==> src/design/foic_pkg.sv <==
// ----------------------------------------------------------------------------
// foic_pkg: shared types and tables of the fixed-order interrupt controller
// Holds the transaction payload types, the register state type, the command
// codes, the register map and the fixed scan order table.
// ----------------------------------------------------------------------------
package foic_pkg;

  // Command codes of an input transaction.
  typedef enum logic [1:0] {
    CMD_RAISE = 2'd0,
    CMD_READ  = 2'd1,
    CMD_WRITE = 2'd2,
    CMD_FLAGS = 2'd3
  } cmd_e;

  // Input transaction payload.
  typedef struct packed {
    logic [1:0] command;
    logic [4:0] source_number;
    logic [7:0] reg_addr;
    logic [7:0] write_data;
    logic       from_cpu;
    logic [7:0] cpu_flags;
    logic       shift_prefix;
  } in_item_t;

  // Result transaction payload.
  typedef struct packed {
    logic [7:0] read_data;
    logic       irq_request;
    logic [4:0] irq_id;
  } out_item_t;

  localparam int NumPri   = 3;
  localparam int NumGroup = 4;
  localparam int NumSlots = 27;

  // Architectural register state.
  typedef struct packed {
    logic [NumPri-1:0][7:0]   pri;
    logic [NumGroup-1:0][7:0] ena;
    logic [NumGroup-1:0][7:0] act;
    logic                     master;
  } state_t;

  // Register map.
  localparam logic [7:0] AddrPriFirst = 8'h20;
  localparam logic [7:0] AddrPriLast  = 8'h22;
  localparam logic [7:0] AddrEnaFirst = 8'h23;
  localparam logic [7:0] AddrEnaLast  = 8'h26;
  localparam logic [7:0] AddrActFirst = 8'h27;
  localparam logic [7:0] AddrActLast  = 8'h2A;

  // Highest source number that an event can raise.
  localparam logic [4:0] RaiseMax = 5'h1C;

  // Bits 7:6 of the flag byte both set mask interrupts.
  localparam logic [7:0] FlagMask = 8'hC0;

  // Per-group masks used on read and on direct store.
  localparam logic [NumGroup-1:0][7:0] GroupMask = {8'hF7, 8'hFF, 8'h3F, 8'hFF};
  localparam logic [NumPri-1:0][7:0]   PriReadMask = {8'h03, 8'hFF, 8'hFF};

  // Scan order table: vector, priority register, priority field, group, bit.
  localparam logic [NumSlots-1:0][4:0] SlotVec = {
    5'h1F, 5'h1E, 5'h1D, 5'h1C, 5'h1B, 5'h1A, 5'h19, 5'h18, 5'h17,
    5'h16, 5'h15, 5'h14, 5'h13, 5'h10, 5'h0F, 5'h0E, 5'h0D, 5'h0C,
    5'h0B, 5'h0A, 5'h09, 5'h08, 5'h07, 5'h06, 5'h05, 5'h04, 5'h03};
  localparam logic [NumSlots-1:0][1:0] SlotPri = {
    2'd1, 2'd1, 2'd1, 2'd1, 2'd1, 2'd1, 2'd1, 2'd1, 2'd1,
    2'd1, 2'd1, 2'd1, 2'd1, 2'd2, 2'd2, 2'd1, 2'd1, 2'd1,
    2'd1, 2'd0, 2'd0, 2'd0, 2'd0, 2'd0, 2'd0, 2'd0, 2'd0};
  localparam logic [NumSlots-1:0][7:0] SlotPriMask = {
    8'h03, 8'h03, 8'h03, 8'h0C, 8'h0C, 8'h0C, 8'h0C, 8'h0C, 8'h0C,
    8'h0C, 8'h0C, 8'h30, 8'h30, 8'h03, 8'h03, 8'hC0, 8'hC0, 8'hC0,
    8'hC0, 8'h03, 8'h03, 8'h0C, 8'h0C, 8'h30, 8'h30, 8'hC0, 8'hC0};
  localparam logic [NumSlots-1:0][1:0] SlotGroup = {
    2'd3, 2'd3, 2'd3, 2'd2, 2'd2, 2'd2, 2'd2, 2'd2, 2'd2,
    2'd2, 2'd2, 2'd1, 2'd1, 2'd3, 2'd3, 2'd1, 2'd1, 2'd1,
    2'd1, 2'd0, 2'd0, 2'd0, 2'd0, 2'd0, 2'd0, 2'd0, 2'd0};
  localparam logic [NumSlots-1:0][7:0] SlotBit = {
    8'h01, 8'h02, 8'h04, 8'h01, 8'h02, 8'h04, 8'h08, 8'h10, 8'h20,
    8'h40, 8'h80, 8'h01, 8'h02, 8'h40, 8'h80, 8'h04, 8'h08, 8'h10,
    8'h20, 8'h01, 8'h02, 8'h04, 8'h08, 8'h10, 8'h20, 8'h40, 8'h80};

endpackage

==> src/design/foic_regs.sv <==
// ----------------------------------------------------------------------------
// foic_regs: register file of the interrupt controller
// Holds the priority, enable and active registers and the master enable,
// applies one transaction and tells whether a scan has to run.
// ----------------------------------------------------------------------------
module foic_regs (
  input  logic              clk_i,
  input  logic              rst_ni,
  input  logic              fire_i,
  input  foic_pkg::in_item_t item_i,
  output foic_pkg::state_t   state_o,
  output logic               scan_o,
  output logic [7:0]         read_data_o
);
  import foic_pkg::*;

  state_t     state_q, state_d;
  logic [7:0] off_pri, off_ena, off_act;
  logic [1:0] k_pri, k_ena, k_act;
  logic       in_pri, in_ena, in_act;

  // Address decode.
  assign in_pri  = (item_i.reg_addr >= AddrPriFirst) && (item_i.reg_addr <= AddrPriLast);
  assign in_ena  = (item_i.reg_addr >= AddrEnaFirst) && (item_i.reg_addr <= AddrEnaLast);
  assign in_act  = (item_i.reg_addr >= AddrActFirst) && (item_i.reg_addr <= AddrActLast);
  assign off_pri = item_i.reg_addr - AddrPriFirst;
  assign off_ena = item_i.reg_addr - AddrEnaFirst;
  assign off_act = item_i.reg_addr - AddrActFirst;
  assign k_pri   = off_pri[1:0];
  assign k_ena   = off_ena[1:0];
  assign k_act   = off_act[1:0];

  // Next state, read data and scan request for the current transaction.
  always_comb begin
    state_d     = state_q;
    scan_o      = 1'b0;
    read_data_o = 8'h00;
    if (fire_i) begin
      case (cmd_e'(item_i.command))
        CMD_RAISE: begin
          // Sources without a table entry or above the event range set nothing.
          for (int i = 0; i < NumSlots; i++) begin
            if ((SlotVec[i] == item_i.source_number) &&
                (item_i.source_number <= RaiseMax)) begin
              state_d.act[SlotGroup[i]] = state_q.act[SlotGroup[i]] | SlotBit[i];
            end
          end
          scan_o = 1'b1;
        end
        CMD_READ: begin
          if (in_pri) begin
            read_data_o = state_q.pri[k_pri] & PriReadMask[k_pri];
          end else if (in_ena) begin
            read_data_o = state_q.ena[k_ena] & GroupMask[k_ena];
          end else if (in_act) begin
            read_data_o = state_q.act[k_act] & GroupMask[k_act];
          end
        end
        CMD_WRITE: begin
          if (in_pri) begin
            state_d.pri[k_pri] = item_i.write_data;
            scan_o             = 1'b1;
          end else if (in_ena) begin
            state_d.ena[k_ena] = item_i.write_data & GroupMask[k_ena];
            scan_o             = 1'b1;
          end else if (in_act) begin
            // The CPU clears the bits it writes as one; others store directly.
            if (item_i.from_cpu) begin
              state_d.act[k_act] = state_q.act[k_act] & ~item_i.write_data;
            end else begin
              state_d.act[k_act] = item_i.write_data & GroupMask[k_act];
            end
          end
        end
        CMD_FLAGS: begin
          if (item_i.shift_prefix || ((item_i.cpu_flags & FlagMask) == FlagMask)) begin
            state_d.master = 1'b0;
          end else begin
            state_d.master = 1'b1;
            scan_o         = 1'b1;
          end
        end
        default: begin
          state_d = state_q;
        end
      endcase
    end
  end

  // State registers.
  always_ff @(posedge clk_i or negedge rst_ni) begin
    if (!rst_ni) begin
      state_q <= '{pri: '0, ena: '0, act: '0, master: 1'b1};
    end else begin
      state_q <= state_d;
    end
  end

  assign state_o = state_d;

endmodule

==> src/design/foic_scan.sv <==
// ----------------------------------------------------------------------------
// foic_scan: fixed-order interrupt scan
// Priority encoder over the scan table: when run_i and master are set,
// reports the first source with a nonzero priority field, enabled and active.
// ----------------------------------------------------------------------------
module foic_scan (
  input  foic_pkg::state_t state_i,
  input  logic             run_i,
  output logic             irq_request_o,
  output logic [4:0]       irq_id_o
);
  import foic_pkg::*;

  logic [NumSlots-1:0] hit;

  // Per-slot match, all slots in parallel.
  always_comb begin
    for (int i = 0; i < NumSlots; i++) begin
      hit[i] = ((state_i.pri[SlotPri[i]] & SlotPriMask[i]) != 8'h00) &&
               ((state_i.ena[SlotGroup[i]] & SlotBit[i]) != 8'h00) &&
               ((state_i.act[SlotGroup[i]] & SlotBit[i]) != 8'h00);
    end
  end

  // The lowest slot in scan order wins.
  always_comb begin
    irq_request_o = 1'b0;
    irq_id_o      = 5'd0;
    if (run_i && state_i.master) begin
      for (int i = NumSlots - 1; i >= 0; i--) begin
        if (hit[i]) begin
          irq_request_o = 1'b1;
          irq_id_o      = SlotVec[i];
        end
      end
    end
  end

endmodule

==> src/design/fixed_order_interrupt_controller_core.sv <==
// An accepted transaction is held in the input register, then moves on into
// the result register when that is free; the result register drives the output.
// Throughput: one transaction per cycle while the output does not stall; the
// register update and the scan are combinational, between the input and result registers.
// Reset: the controller registers clear, the master enable sets, both stages empty.
// ----------------------------------------------------------------------------
// fixed_order_interrupt_controller_core: interrupt controller top level
// Input register, register file with fixed-order scan, result register.
// ----------------------------------------------------------------------------
module fixed_order_interrupt_controller_core (
  input  logic                clk_i,
  input  logic                rst_ni,
  input  logic                in_valid_i,
  output logic                in_stall_o,
  input  foic_pkg::in_item_t  in_item_i,
  output logic                out_valid_o,
  input  logic                out_stall_i,
  output foic_pkg::out_item_t out_item_o
);
  import foic_pkg::*;

  logic      in_valid_q;
  in_item_t  in_q;
  logic      out_valid_q;
  out_item_t out_q, out_d;
  logic      fire, accept;
  state_t    state_next;
  logic      scan_run;

  // The item in the input register moves on when the result register is free.
  assign fire       = in_valid_q && (!out_valid_q || !out_stall_i);
  assign in_stall_o = in_valid_q && !fire;
  assign accept     = in_valid_i && !in_stall_o;

  foic_regs u_regs (
    .clk_i       (clk_i),
    .rst_ni      (rst_ni),
    .fire_i      (fire),
    .item_i      (in_q),
    .state_o     (state_next),
    .scan_o      (scan_run),
    .read_data_o (out_d.read_data)
  );

  foic_scan u_scan (
    .state_i       (state_next),
    .run_i         (scan_run),
    .irq_request_o (out_d.irq_request),
    .irq_id_o      (out_d.irq_id)
  );

  // Input register control.
  always_ff @(posedge clk_i or negedge rst_ni) begin
    if (!rst_ni) begin
      in_valid_q <= 1'b0;
    end else if (accept) begin
      in_valid_q <= 1'b1;
    end else if (fire) begin
      in_valid_q <= 1'b0;
    end
  end

  // Input register payload.
  always_ff @(posedge clk_i) begin
    if (accept) begin
      in_q <= in_item_i;
    end
  end

  // Result register control.
  always_ff @(posedge clk_i or negedge rst_ni) begin
    if (!rst_ni) begin
      out_valid_q <= 1'b0;
    end else if (fire) begin
      out_valid_q <= 1'b1;
    end else if (!out_stall_i) begin
      out_valid_q <= 1'b0;
    end
  end

  // Result register payload.
  always_ff @(posedge clk_i) begin
    if (fire) begin
      out_q <= out_d;
    end
  end

  assign out_valid_o = out_valid_q;
  assign out_item_o  = out_q;

  // A reported interrupt always names a mapped source.
  assert property (@(posedge clk_i) disable iff (!rst_ni)
    out_valid_q && out_q.irq_request |-> out_q.irq_id >= 5'h03)
    else $error("irq_request with unmapped source");

  // A read transaction never reports an interrupt.
  assert property (@(posedge clk_i) disable iff (!rst_ni)
    fire && (in_q.command == CMD_READ) |=> !out_q.irq_request && out_q.irq_id == 5'd0)
    else $error("read transaction produced an interrupt");

  // The input side stalls only when it holds an item that cannot move on.
  assert property (@(posedge clk_i) disable iff (!rst_ni)
    in_stall_o |-> in_valid_q && out_valid_q && out_stall_i)
    else $error("input stalled without a blocked result");

  // With the master enable clear after the transaction, no interrupt shows.
  assert property (@(posedge clk_i) disable iff (!rst_ni)
    fire && !state_next.master |=> !out_q.irq_request)
    else $error("interrupt reported while master enable is clear");

endmodule

==> config.mk <==
export PLATFORM = sky130hd
export DESIGN_NAME = fixed_order_interrupt_controller_core
export DESIGN_NICKNAME = d
export VERILOG_FILES = /design/src/design/foic_pkg.sv /design/src/design/foic_regs.sv /design/src/design/foic_scan.sv /design/src/design/fixed_order_interrupt_controller_core.sv
export SDC_FILE = /design/constraint.sdc
export NUM_CORES = 1
export LEC_CHECK = 0
export BUFFER_PORTS_ARGS = -buffer_cell sky130_fd_sc_hd__buf_2
export CELL_PAD_IN_SITES_DETAIL_PLACEMENT = 1
export CELL_PAD_IN_SITES_GLOBAL_PLACEMENT = 1
export CORE_UTILIZATION = 40
export DETAILED_ROUTE_END_ITERATION = 10
export PLACE_DENSITY_LB_ADDON = 0.2
export RECOVER_POWER = 100
export SYNTH_ARGS = -nofsm -noshare
export SYNTH_HDL_FRONTEND = slang
export SYNTH_HIERARCHICAL = 1
export SYNTH_SLANG_ARGS = --single-unit
==> constraint.sdc <==
create_clock -name clk_i -period 5.02 [get_ports clk_i]
set_clock_uncertainty 0.05 [all_clocks]
set_input_delay 1.004 -clock clk_i [delete_from_list [all_inputs] [get_ports clk_i]]
set_output_delay 1.004 -clock clk_i [all_outputs]
set_load 0.02 [all_outputs]
# Word-level counts from Yosys, hierarchy flattened
# Cells that the tools add are included.
# Widths: inputs -> output; s select.
classes:
  addsub: 3
  order_cmp: 13
  eq_ne: 32
  n_mux: 125
  bitwise: 11
  reduce_logical: 114
ops:
  columns: ["op", "count"]
  rows:
  - ["$mux 8", 33]
  - ["$mux 32", 4]
  - ["$bmux 8 s2", 6]
  - ["$bwmux 32", 3]
  - ["$logic_and 1x1->1", 91]
  - ["$mux 83", 1]
  - ["$reduce_bool 8->1", 9]
  - ["$eq 5x5->1 const A", 14]
  - ["$mux 5", 14]
  - ["$mux 64", 1]
  - ["$pmux 32 s2", 1]
  - ["$mux 50", 1]
  - ["$and 8x8->8", 6]
  - ["$demux 8 s2", 3]
  - ["$eq 4x5->1 const A", 8]
  - ["$mux 1", 36]
  - ["$mux 6", 6]
  - ["$mux 4", 8]
  - ["$bwmux 24", 1]
  - ["$ge 8x6->1 const B", 3]
  - ["$le 8x6->1 const B", 3]
  - ["$eq 3x5->1 const A", 4]
  - ["$mux 18", 1]
  - ["$reduce_or 14->1", 1]
  - ["other kinds (23)", 40]
totals:
  reg_bits: 138
  word_cells: 330

# Logic depth before layout (Yosys ltp)
logic_depth:
  word_depth: 42
  depth_mapped: 17

# Modules after synthesis
# Netlist, hierarchy kept.
by_module_without_submodules:
  columns: ["module", "instances", "cells_per_inst", "area_per_inst_um2", "seq_area_each_um2"]
  rows:
  - ["foic_regs", 1, 444, 5061.1, 2228.4]
  - ["fixed_order_interrupt_controller_core", 1, 55, 1503.9, 1461.4]
  - ["foic_scan", 1, 96, 645.6, 0.0]

# Least setup slack after synthesis
# OpenSTA, ideal clock, no wires.
synth_path:
  kind: "input to register"
  from: "input out_stall_i"
  to: "register out_q (netlist bit out_item_o[5]) (data pin)"
  arrival_time_ns: 4.781
  required_ns: 4.688
  path_slack_ns: -0.093
  stages: 10
  path_buffers: 1
  path_cell_list: "a21boi_0 -> nand3b_1 -> nor3_4 -> and3_1 -> buf_4 -> mux2_2 -> o211ai_1 -> o2111ai_1 -> nor3b_1 -> a41oi_1"
synth_lines:
  columns: ["element", "line", "text"]
  rows:
  - ["from (decl)", "fixed_order_interrupt_controller_core.sv:17", "input logic out_stall_i,"]
  - ["to (signal assigned)", "fixed_order_interrupt_controller_core.sv:84", "out_q <= out_d;"]
  - ["to (decl)", "fixed_order_interrupt_controller_core.sv:25", "out_item_t out_q, out_d;"]

==> results.md <==
### Placement
- **last weighted congestion value of the routability-driven placer** 0.878
- **port buffer count** 46
- **Final HPWL DP** 16.2 mm
- **number of placed instances with taps included** 833
- **cell area reported after detailed placement** 7300 sq um

### Power and ir drop
- **Pwr per Cell Area** 361 nW/um^2
- **fraction of power consumed by combinational cells** 12.4%
- **power share of the sequential group** 43.0%
- **Clock Power Share** 44.6%
- **power spent charging and discharging nets** 0.000764 W
- **Leakage** 3.33 nW
- **internal power consumption** 0.00205 W
- **maximum VDD drop** 0.241 mV
- **Sw Share** 27.2%

### STA
- **Max Clock Freq** 0.216 GHz
- **unrepaired setup endpoints after global routing** no
- **TNS Setup** 0 ns
- **Period minus WS final** 4.63 ns
- **Slew @ Worst Pin** 2.81 ns
- **Slew Viols, Final** 78
- **remaining max-slew budget at the tightest pin** -87.2%
- **final hold violation count** 0
- **final critical-path share of the clock period** 92.3%
- **total setup violations reported at the end of the flow** 0

### Critical path
- **Critical Path Source Type** input port
- **FF-to-FF path depth** 12
- **type of destination of the critical path** flop
- **critical path start-end classification** input port to flop
- **end of the worst register-to-register path** out_item_o[5]
- **data required time of the worst path** 5.09 ns
- **flop2flop setup slack** 0.43 ns
- **crit-path max FO** 8
- **R2R Path Start** in_q[19]
- **WP data arrival** 4.71 ns

### Clock tree
- **number of cells upsized or downsized after cts** 0
- **Max clock buf depth** 2
- **clock tree from TritonCTS** done
- **Clock H-tree levels** 4
- **clk slew on worst S/H paths** 0.06 ns
- **number of clock sinks** 126
- **number of clock buffers inserted by TritonCTS** 17
- **CTS Hold Buffers Added** 0
- **insertion delay of the later-clocked pin in the worst-skew pair** 0.43 ns
- **clock tree root driver cell** sky130_fd_sc_hd__clkbuf_16
- **Post-CTS Setup Repair Bufs** 0

### Global routing
- **combined global-route utilization of all metal layers** 27.0%
- **global-route wire length before repair** 34.7 mm
- **maximum number of pins on one net before global-route repair** 50
- **initial antenna violation count** 0
- **residual overflow from global routing** 0
- **number of global-route vias before repair** 5693

### Drt
- **routed via count divided by cell count** 6.14
- **number of design-rule violations left by the first detailed-router iteration** 386
- **total routed wirelength** 22.3 mm
- **mean routed wirelength per cell** 25.8 microns
- **Via Count** 5308
- **DRC violation count after routing** 0
- **Routed Antenna Nets** 0
- **length of the first detailed-routing pass in iterations** 5

### Synth
- **Avg Synthesized Cell Area** 11.8 sq um
- **Syn Nets** 620
- **Synth Cell Area** 6810 sq um
- **count of yosys warnings during synthesis** 6
- **Post-Synthesis Cells** 577

### Run status
- **violated checks** max-capacitance violations, max-slew violations
- **result of the run** finished with violations

### Final layout
- **most common cell after layout, fill and taps aside** sky130_fd_sc_hd__dfrtp_1
- **number of nets in the layout** 675
- **most frequent cells in the layout** sky130_fd_sc_hd__dfrtp_1 (84), sky130_fd_sc_hd__mux2_1 (46), sky130_fd_sc_hd__edfxtp_1 (41)
- **non-filler instance count after layout** 865
- **n_diodes** 0
- **Area Overhead vs Synth** 14.5%
- **fraction of layout instances using a drive strength above 1** 18.0%
- **area taken by multi-input logic gates** 3260 sq um
- **fin area** 7800 sq um
- **fillers** 1800
- **storage element area** 3360 sq um

### Worst hold path
- **number of cells on the worst hold path** 1
- **Hold/Removal Path Class** flop to flop
- **startpoint of the worst hold path** in_valid_q
- **sink of the worst hold path** out_valid_o

### Floorplanning
- **Row Count** 47
- **DIE WIDTH** 133 microns
- **die outline height** 133 microns
- **number of ports placed on the die boundary** 53
- **die footprint** 17600 sq um
- **starting density of the core** 41.1%
- **Core ar.** 16600 sq um

### Run
- **number of violations of the max-capacitance limit** 2

area by class of cell:
class / instances / share of cell area [%]
Clock buffer: 22 / 6.35
Clock inverter: 10 / 1.38
Inverter: 8 / 0.385
Multi-Input combinational cell: 423 / 41.9
Sequential cell: 126 / 43.1
Tap cell: 220 / 3.53
Timing Repair Buffer: 56 / 3.40
through the flow:
step | worst slack (ns) | hold slack [ns] | util, % | total power [W]
finish | 0.387 | 0.449 | 47.0 | 0.00281
global route | 0.184 | 0.470 | 47.0 | 0.00291
CTS | 0.537 | 0.454 | 47.7 | 0.00284
detailed placement | 0.605 | 0.442 | 44.0 | 0.00158
global placement | 0.676 | 0.427 | 44.0 | 0.00157
floorplan | 0.558 | 0.417 | - | 0.00141
critical path, cell delays in order:
cell                        delay, ns
sky130_fd_sc_hd__clkbuf_1        0.10
sky130_fd_sc_hd__a21boi_0        0.29
sky130_fd_sc_hd__nand3b_1        0.26
sky130_fd_sc_hd__nor3_1          0.57
sky130_fd_sc_hd__nand3_1         0.67
sky130_fd_sc_hd__mux2_1          0.59
sky130_fd_sc_hd__o211ai_1        0.37
sky130_fd_sc_hd__o2111ai_1       0.22
sky130_fd_sc_hd__nor3b_1         0.42
sky130_fd_sc_hd__a41oi_1         0.20
worst max-delay path by stage:
stage,end,slack (ns),startpoint,depth (start not counted)
after floorplan,out_item_o[5],0.56,out_stall_i,10
after detailed placement,out_item_o[5],0.61,in_q[19],12
after CTS,out_item_o[5],0.54,in_q[19],12
final,out_item_o[5],0.39,out_stall_i,10
after global routing,out_item_o[5],0.18,out_stall_i,10
after global placement,out_item_o[5],0.68,in_q[19],12
power groups by stage:
stage	sequential, W	combinational [W]	clock [W]
floorplan	0.00120	0.000210	0
detailed placement	0.00122	0.000354	0
CTS	0.00121	0.000359	0.00127
finish	0.00121	0.000349	0.00125
global route	0.00122	0.000369	0.00132
global placement	0.00122	0.000345	0
state kept, by name (all words and copies together) (netlist names):
name            count
u_regs/state_q     83
in_valid_q          1
out_valid_o         1
in_q               27
out_item_o         14
layer usage:
layer | up-vias | GRT usage, % | part of all wire (%)
li1 | 2340 | - | -
met1 | 2715 | 34.4 | 42
met2 | 203 | 43.7 | 48
met3 | 50 | 5.52 | 5.1
met4 | 0 | 13.5 | 4.3
met5 | - | 0 | 0
Power figures use the tool's default switching activity.
